--- config.mk ---
export PLATFORM = sky130hd
export DESIGN_NAME = cfl_sqrt
export DESIGN_NICKNAME = d
export VERILOG_FILES = /design/src/design/cfl_pkg.sv /design/src/design/cfl_sqrt.sv
export SDC_FILE = /design/constraint.sdc
export NUM_CORES = 2
export LEC_CHECK = 0
export ABC_AREA = 1
export BUFFER_PORTS_ARGS = -buffer_cell sky130_fd_sc_hd__buf_2
export CELL_PAD_IN_SITES_DETAIL_PLACEMENT = 1
export CELL_PAD_IN_SITES_GLOBAL_PLACEMENT = 2
export CORE_ASPECT_RATIO = 0.8
export CORE_MARGIN = 5
export CORE_UTILIZATION = 43
export DETAILED_ROUTE_END_ITERATION = 6
export PLACE_DENSITY = 0.92
export SLEW_MARGIN = 20
export SYNTH_ARGS = -nofsm -noshare
export SYNTH_HDL_FRONTEND = slang
export SYNTH_SLANG_ARGS = --single-unit
export TNS_END_PERCENT = 100
--- constraint.sdc ---
create_clock -name clk -period 3.5 [get_ports clk]
set_input_delay 0.175 -clock clk [delete_from_list [all_inputs] [get_ports clk]]
set_output_delay 0.175 -clock clk [all_outputs]
set_load 0.03 [all_outputs]
--- src/design/cfl_pkg.sv ---
// Shared types, constants and saturating fixed-point helpers for the CFL time step core.
package cfl_pkg;

  localparam int WORD_BITS = 32;

  typedef logic signed [WORD_BITS-1:0] word_t;

  localparam word_t WMAX = 32'sh7FFF_FFFF;
  localparam word_t WMIN = 32'sh8000_0000;

  localparam logic [1:0] STATUS_OK  = 2'd0;
  localparam logic [1:0] STATUS_SAT = 2'd1;
  localparam logic [1:0] STATUS_BAD = 2'd2;

  localparam logic [7:0] REG_CFL   = 8'd0;
  localparam logic [7:0] REG_GAMMA = 8'd1;

  typedef struct packed {
    word_t density;
    word_t momentum_x;
    word_t momentum_y;
    word_t total_energy;
    word_t base_x;
    word_t base_y;
    word_t next_j_x;
    word_t next_j_y;
    word_t next_k_x;
    word_t next_k_y;
  } in_t;

  typedef struct packed {
    logic [30:0] dt_over_volume;
    logic [1:0]  status;
  } out_t;

  // Raw product: magnitude and sign kept apart until scaling.
  typedef struct packed {
    logic        neg;
    logic [63:0] m;
  } prod_t;

  function automatic word_t sadd(word_t a, word_t b);
    logic [WORD_BITS:0] s;
    s = {a[WORD_BITS-1], a} + {b[WORD_BITS-1], b};
    if (s[WORD_BITS] != s[WORD_BITS-1]) begin
      return s[WORD_BITS] ? WMIN : WMAX;
    end
    return word_t'(s[WORD_BITS-1:0]);
  endfunction

  function automatic word_t ssub(word_t a, word_t b);
    logic [WORD_BITS:0] s;
    s = {a[WORD_BITS-1], a} - {b[WORD_BITS-1], b};
    if (s[WORD_BITS] != s[WORD_BITS-1]) begin
      return s[WORD_BITS] ? WMIN : WMAX;
    end
    return word_t'(s[WORD_BITS-1:0]);
  endfunction

  function automatic word_t sabs(word_t a);
    if (!a[WORD_BITS-1]) begin
      return a;
    end
    return (a == WMIN) ? WMAX : word_t'(-a);
  endfunction

  function automatic logic [WORD_BITS-1:0] mag(word_t a);
    return a[WORD_BITS-1] ? WORD_BITS'(-a) : WORD_BITS'(a);
  endfunction

  // Apply sign to a magnitude and clamp to the word range.
  function automatic word_t fmag(logic [63:0] m, logic neg);
    if (neg) begin
      if (m >= 64'h8000_0000) begin
        return WMIN;
      end
      return word_t'(32'd0 - m[31:0]);
    end
    if (m > 64'h7FFF_FFFF) begin
      return WMAX;
    end
    return word_t'(m[31:0]);
  endfunction

  function automatic logic fsat(logic [63:0] m, logic neg);
    return neg ? (m > 64'h8000_0000) : (m > 64'h7FFF_FFFF);
  endfunction

  function automatic prod_t pmul(word_t a, word_t b);
    prod_t p;
    p.neg = a[WORD_BITS-1] ^ b[WORD_BITS-1];
    p.m   = mag(a) * mag(b);
    return p;
  endfunction

  function automatic word_t qsc(prod_t p, int f);
    return fmag(p.m >> f, p.neg);
  endfunction

endpackage

--- src/design/cfl_sqrt.sv ---
// Pipelined digit-by-digit square root of (x << FRAC_BITS), one root bit per stage.
module cfl_sqrt #(
  parameter int FRAC_BITS = 16,
  parameter int SIDE_BITS = 1
) (
  input  logic                  clk,
  input  logic                  en,
  input  cfl_pkg::word_t        x,
  input  logic [SIDE_BITS-1:0]  side_in,
  output cfl_pkg::word_t        y,
  output logic [SIDE_BITS-1:0]  side_out
);

  localparam int W  = cfl_pkg::WORD_BITS;
  localparam int R  = (W + FRAC_BITS) / 2;
  localparam int RW = 2 * R;

  logic [RW-1:0]        rad [0:R];
  logic [R-1:0]         rm  [0:R];
  logic [R-1:0]         rt  [0:R];
  logic [SIDE_BITS-1:0] sd  [0:R];

  always_ff @(posedge clk) begin
    if (en) begin
      rad[0] <= (x > 0) ? (RW'($unsigned(x)) << FRAC_BITS) : '0;
      rm[0]  <= '0;
      rt[0]  <= '0;
      sd[0]  <= side_in;
    end
  end

  genvar k;
  for (k = 1; k <= R; k++) begin : g_step
    logic [R+1:0] cur;
    logic [R+1:0] trial;
    logic         ge;
    assign cur   = {rm[k-1], rad[k-1][RW-1:RW-2]};
    assign trial = {rt[k-1], 2'b01};
    assign ge    = cur >= trial;

    always_ff @(posedge clk) begin
      if (en) begin
        rm[k]  <= ge ? R'(cur - trial) : R'(cur);
        rt[k]  <= {rt[k-1][R-2:0], ge};
        rad[k] <= rad[k-1] << 2;
        sd[k]  <= sd[k-1];
      end
    end
  end

  always_ff @(posedge clk) begin
    if (en) begin
      y        <= W'(rt[R]);
      side_out <= sd[R];
    end
  end

endmodule

After elaboration in Yosys (flattened, before gate mapping). Memories as Yosys holds them, arrays and structs flattened. A register that Yosys moved wholly into a read port is not among the register bits. Cells that the tools add are included.

Flip-flop bits (word level): 0. Memory bits (writable): 2425. Word-level logic and storage cells: 80. Memories kept: 4.

Memory list: rad (words 25, width 48, read ports 24, clocked after memory_dff 0, write ports 25, line cfl_sqrt.sv:18) `logic [RW-1:0] rad [0:R];`; rm (words 25, width 24, read ports 24, clocked after memory_dff 0, write ports 25, line cfl_sqrt.sv:19) `logic [R-1:0] rm [0:R];`; rt (words 25, width 24, read ports 25, clocked after memory_dff 1, write ports 25, line cfl_sqrt.sv:20) `logic [R-1:0] rt [0:R];`; sd (words 25, width 1, read ports 25, clocked after memory_dff 1, write ports 25, line cfl_sqrt.sv:21) `logic [SIDE_BITS-1:0] sd [0:R];`.

$add $sub $neg: 24. Magnitude comparators: 25. Mux-type cells: 27.

Operators with widths (number): 26-bit greater-or-equal comparator (24); 24-bit two-way mux (24); 24-bit subtractor (24); 48-bit two-way mux (1); 32-bit by 1-bit greater-than comparator with 1-bit output (second input constant) (1); 1-bit two-way mux (2).

Longest topological paths before layout. An unclocked memory read counts as a cell.

Word-level depth: 3. Depth in mapped cells: 16. Gate-level depth less buffers: 15.

Worst setup path after synthesis. No wires, ideal clock.

Kind: reg-to-reg. Start point: memory rt[19][0] in the netlist's numbering. End point: memory rm[2][112] in the netlist's numbering (data pin). Setup time: 0.253 ns. Arrival time: 1.981 ns. Required time: 3.247 ns. Path slack: 1.265 ns. Cell stages (with the launch flop): 17. Clock period less this slack: 2.235 ns. Cells stage by stage: edfxtp_1 inv_1 ha_1 inv_1 fa_1 inv_1 nand3_1 nand3_1 nand2_1 nand2_1 nand2_1 nand3_2 inv_2 buf_6 buf_6 nand2_1 nand2_1.

RTL lines (line): start: declaration (cfl_sqrt.sv:20); end: declaration (cfl_sqrt.sv:19).

==> results.tsv <==
metric	value	unit
outcome	finished, final reports clean	
h-tree-depth	3	
dp_cells	10000	
critPathKind	register to register	
slew_headroom	38.1	%
post-route-period-util	95.4	%
post_cts_resized	0	
syn_inst	7930	
power.share.combinational	23.4	%
hold_class	primary input to register	
rr_startpoint	rt[20][0]	
grt_max_degree	115	
synth_cell_type_count	52	
ir_worst_vdd	0.495	mV
core-area	154000	um^2
fin_ws	0.162	ns
clock-sinks	1137	
final-hold-violation-count	0	
crit_top_cell	nand2_1	
critPathRequiredTime	4.09	ns
ys_top_cells_by_count	2657 x nand2_1, 1412 x inv_1, 1137 x edfxtp_1	
tightest_slew	0.918	ns
design.die.area	162000	um^2
area_growth	11.0	%
slowest_delay	0.63	ns
endpoint_kind	register	
maxCapViolCount	0	
gr-total-overflow	0	
startpoint_type	register	
fin_setup_tns	0	ns
yosysTopAreaCell	edfxtp_1	
grt_pass1_vias	55400	
synth_seq_cells	1137	
drt_iter0_drc	4437	
vias_per_cell	5.23	
path_cells	inv_1, ha_1, inv_1, fa_1, inv_1, nand3_1, nand3_1, nand2_1, nand2_1, nand2_1, nand3_2, inv_2, nand2_1, nand2_1	
vias	53700	
syn_area	66400	um^2
cts_tree	built	
avgSynthCellArea	8.37	um^2
power.density	553	nW/um^2
dpl_worst_slack	0.330	ns
gp_congestion	0.907	
initial_core_util	43.1	%
routed_wl	207000	um
critPathLaunch	rt[20][0]	
p_clk_share	32.0	%
clk_path_buf_depth	3	
nFillCells	18500	
pwr-share-seq	44.6	%
p_int	27.2	mW
cts_setup_buffers	0	
power	40.7	mW
die_y	361	um
ioPinCount	68	
clkSlewWorstSetupHoldPaths	0.07	ns
switching_power	13.5	mW
dpl-instance-area	69200	um^2
async_reset_ff_share	0	%
grt_pass1_wl	319000	um
synthTopCellsByArea	edfxtp_1 51%, nand2_1 15%, inv_1 8.0%, ha_1 5.8%, nor2_1 4.0%	
routedWlPerCell	20.1	um
cts-root-buf	clkbuf_16	
critPathArrivalTime	3.93	ns
crit_family	simple AND/OR/NAND/NOR gates	
yosysTopAreaCellShare	51.4	%
firstDrtPassIters	5	
dpl.hpwl	162000	um
post-route-drc-count	0	
postRouteAntennaNets	0	
drive_above_1_share	5.06	%
dominantRegCellSynth	edfxtp_1	
grt_antenna_before_repair	13	
path_max_fanout	31	
yosys_warnings	0	
stdcell_area	73700	um^2
clk_latency	0.79	ns
cp_slowest_cell	edfxtp_1	
skew	0.0789	ns
grt_use_total	25.0	%
synth_seq_area_share	51.4	%
p_sw_share	33.2	%
clock.fmax	300	MHz
min_period	3.34	ns
worstHoldStart	x[31]	
die_w	449	um
drv_slew	0	
finalSetupViolCount	0	
leakagePower	33.8	nW
numCtsBuffers	118	
path_buf_inv	4	
grt_setup_unrepaired	false	
io_buffers	59	
placementRows	129	
final_cells	10300	
nets	8492	
yosysMostFrequentCell	nand2_1	
synth_edf_count	1137	
[state kept, by name, indices dropped and copies added, names as in the netlist]
signal    cells
rm          515
rt          300
rad         272
sd           25
y            24
side_out      1
[logic make-up after synthesis]
logic type                 after synthesis  share of synthesized area [%]
AOI/OAI and AO/OA                      545                           4.40
xor gates and xnor gates               178                           2.35
adders and majority gates              317                           6.06
buffers and inverters                 1507                           9.02
DFF                                   1137                           51.4
other                                    1                        0.00565
and+or+nand+nor                       4245                           26.7
[power by group through the flow]
stage | registers, mW | logic [mW] | clock network [mW]
final | 18.2 | 9.53 | 13.0
after global routing | 18.2 | 10.7 | 14.0
after CTS | 18.1 | 9.45 | 13.3
after detailed placement | 18.4 | 9.31 | 0
after global placement | 18.3 | 8.96 | 0
after floorplan | 17.7 | 6.38 | 0
[per-layer routing]
layer	vias up	global-route usage [%]	share of wire [%]
met5	-	0	0.030
met4	10	5.83	2.5
met3	280	3.93	5.6
met2	1264	39.5	44
met1	26300	36.2	48
li1	25900	-	-
[metrics by stage]
step | util [%] | hold slack, ns
final | 47.9 | 0.0840
after global routing | 47.9 | 0.101
after CTS | 47.9 | 0.00264
after detailed placement | 45.0 | 0.405
after global placement | 45.0 | 0.401
after floorplan | - | 0.274
[what timing repair did]
item / CTS / global route
hold buffers: 47 / 0
endpoints found under the setup margin: 0 / 0
hold endpoints to repair: 80 / 0
[path summary, 6_finish.rpt]
check,depth (start not counted),to,slack [ns]
hold / removal,2,rad[0][37],0.08
setup reg to reg,14,rm[2][122],0.16
setup / recovery,14,rm[2][122],0.16
hold reg to reg,0,rad[1][232],0.40
[worst reg2reg max path, stage by stage, from the launching register on]
cell and delay (ns):
edfxtp_1 0.63, inv_1 0.11, ha_1 0.25, inv_1 0.09
fa_1 0.21, inv_1 0.09, nand3_1 0.07, nand3_1 0.23
nand2_1 0.13, nand2_1 0.17, nand2_1 0.14, nand3_2 0.08
inv_2 0.48, nand2_1 0.20, nand2_1 0.27
[cells in the final DEF (no fill, tap or decap), drive strengths merged, types with 14 or more instances in the layout]
cell type / n
nor3: 76
buf: 115
dlygate4sd3: 47
nand4: 125
xnor2: 84
or2: 21
a21oi: 293
nand3: 481
nor3b: 24
edfxtp: 1137
clkbuf: 136
o21ai: 216
nand2: 2673
o21bai: 20
clkinv: 57
bufinv: 14
nand3b: 96
ha: 310
xor2: 94
nor2: 727
inv: 1430
[area by class of cell]
cell class / count / area, um^2 / share of cell area [%]
clock inverters: 85 / 972 / 1.32
flip-flops and latches: 1137 / 34100 / 46.3
clock buffers: 136 / 3020 / 4.10
repair buffers: 162 / 1380 / 1.88
multi-input cells: 5295 / 26300 / 35.7
inverters: 1426 / 5360 / 7.27
well taps: 2030 / 2540 / 3.45
diodes: 1 / 2.50 / 0.00340
Power figures use the tool's default switching activity.
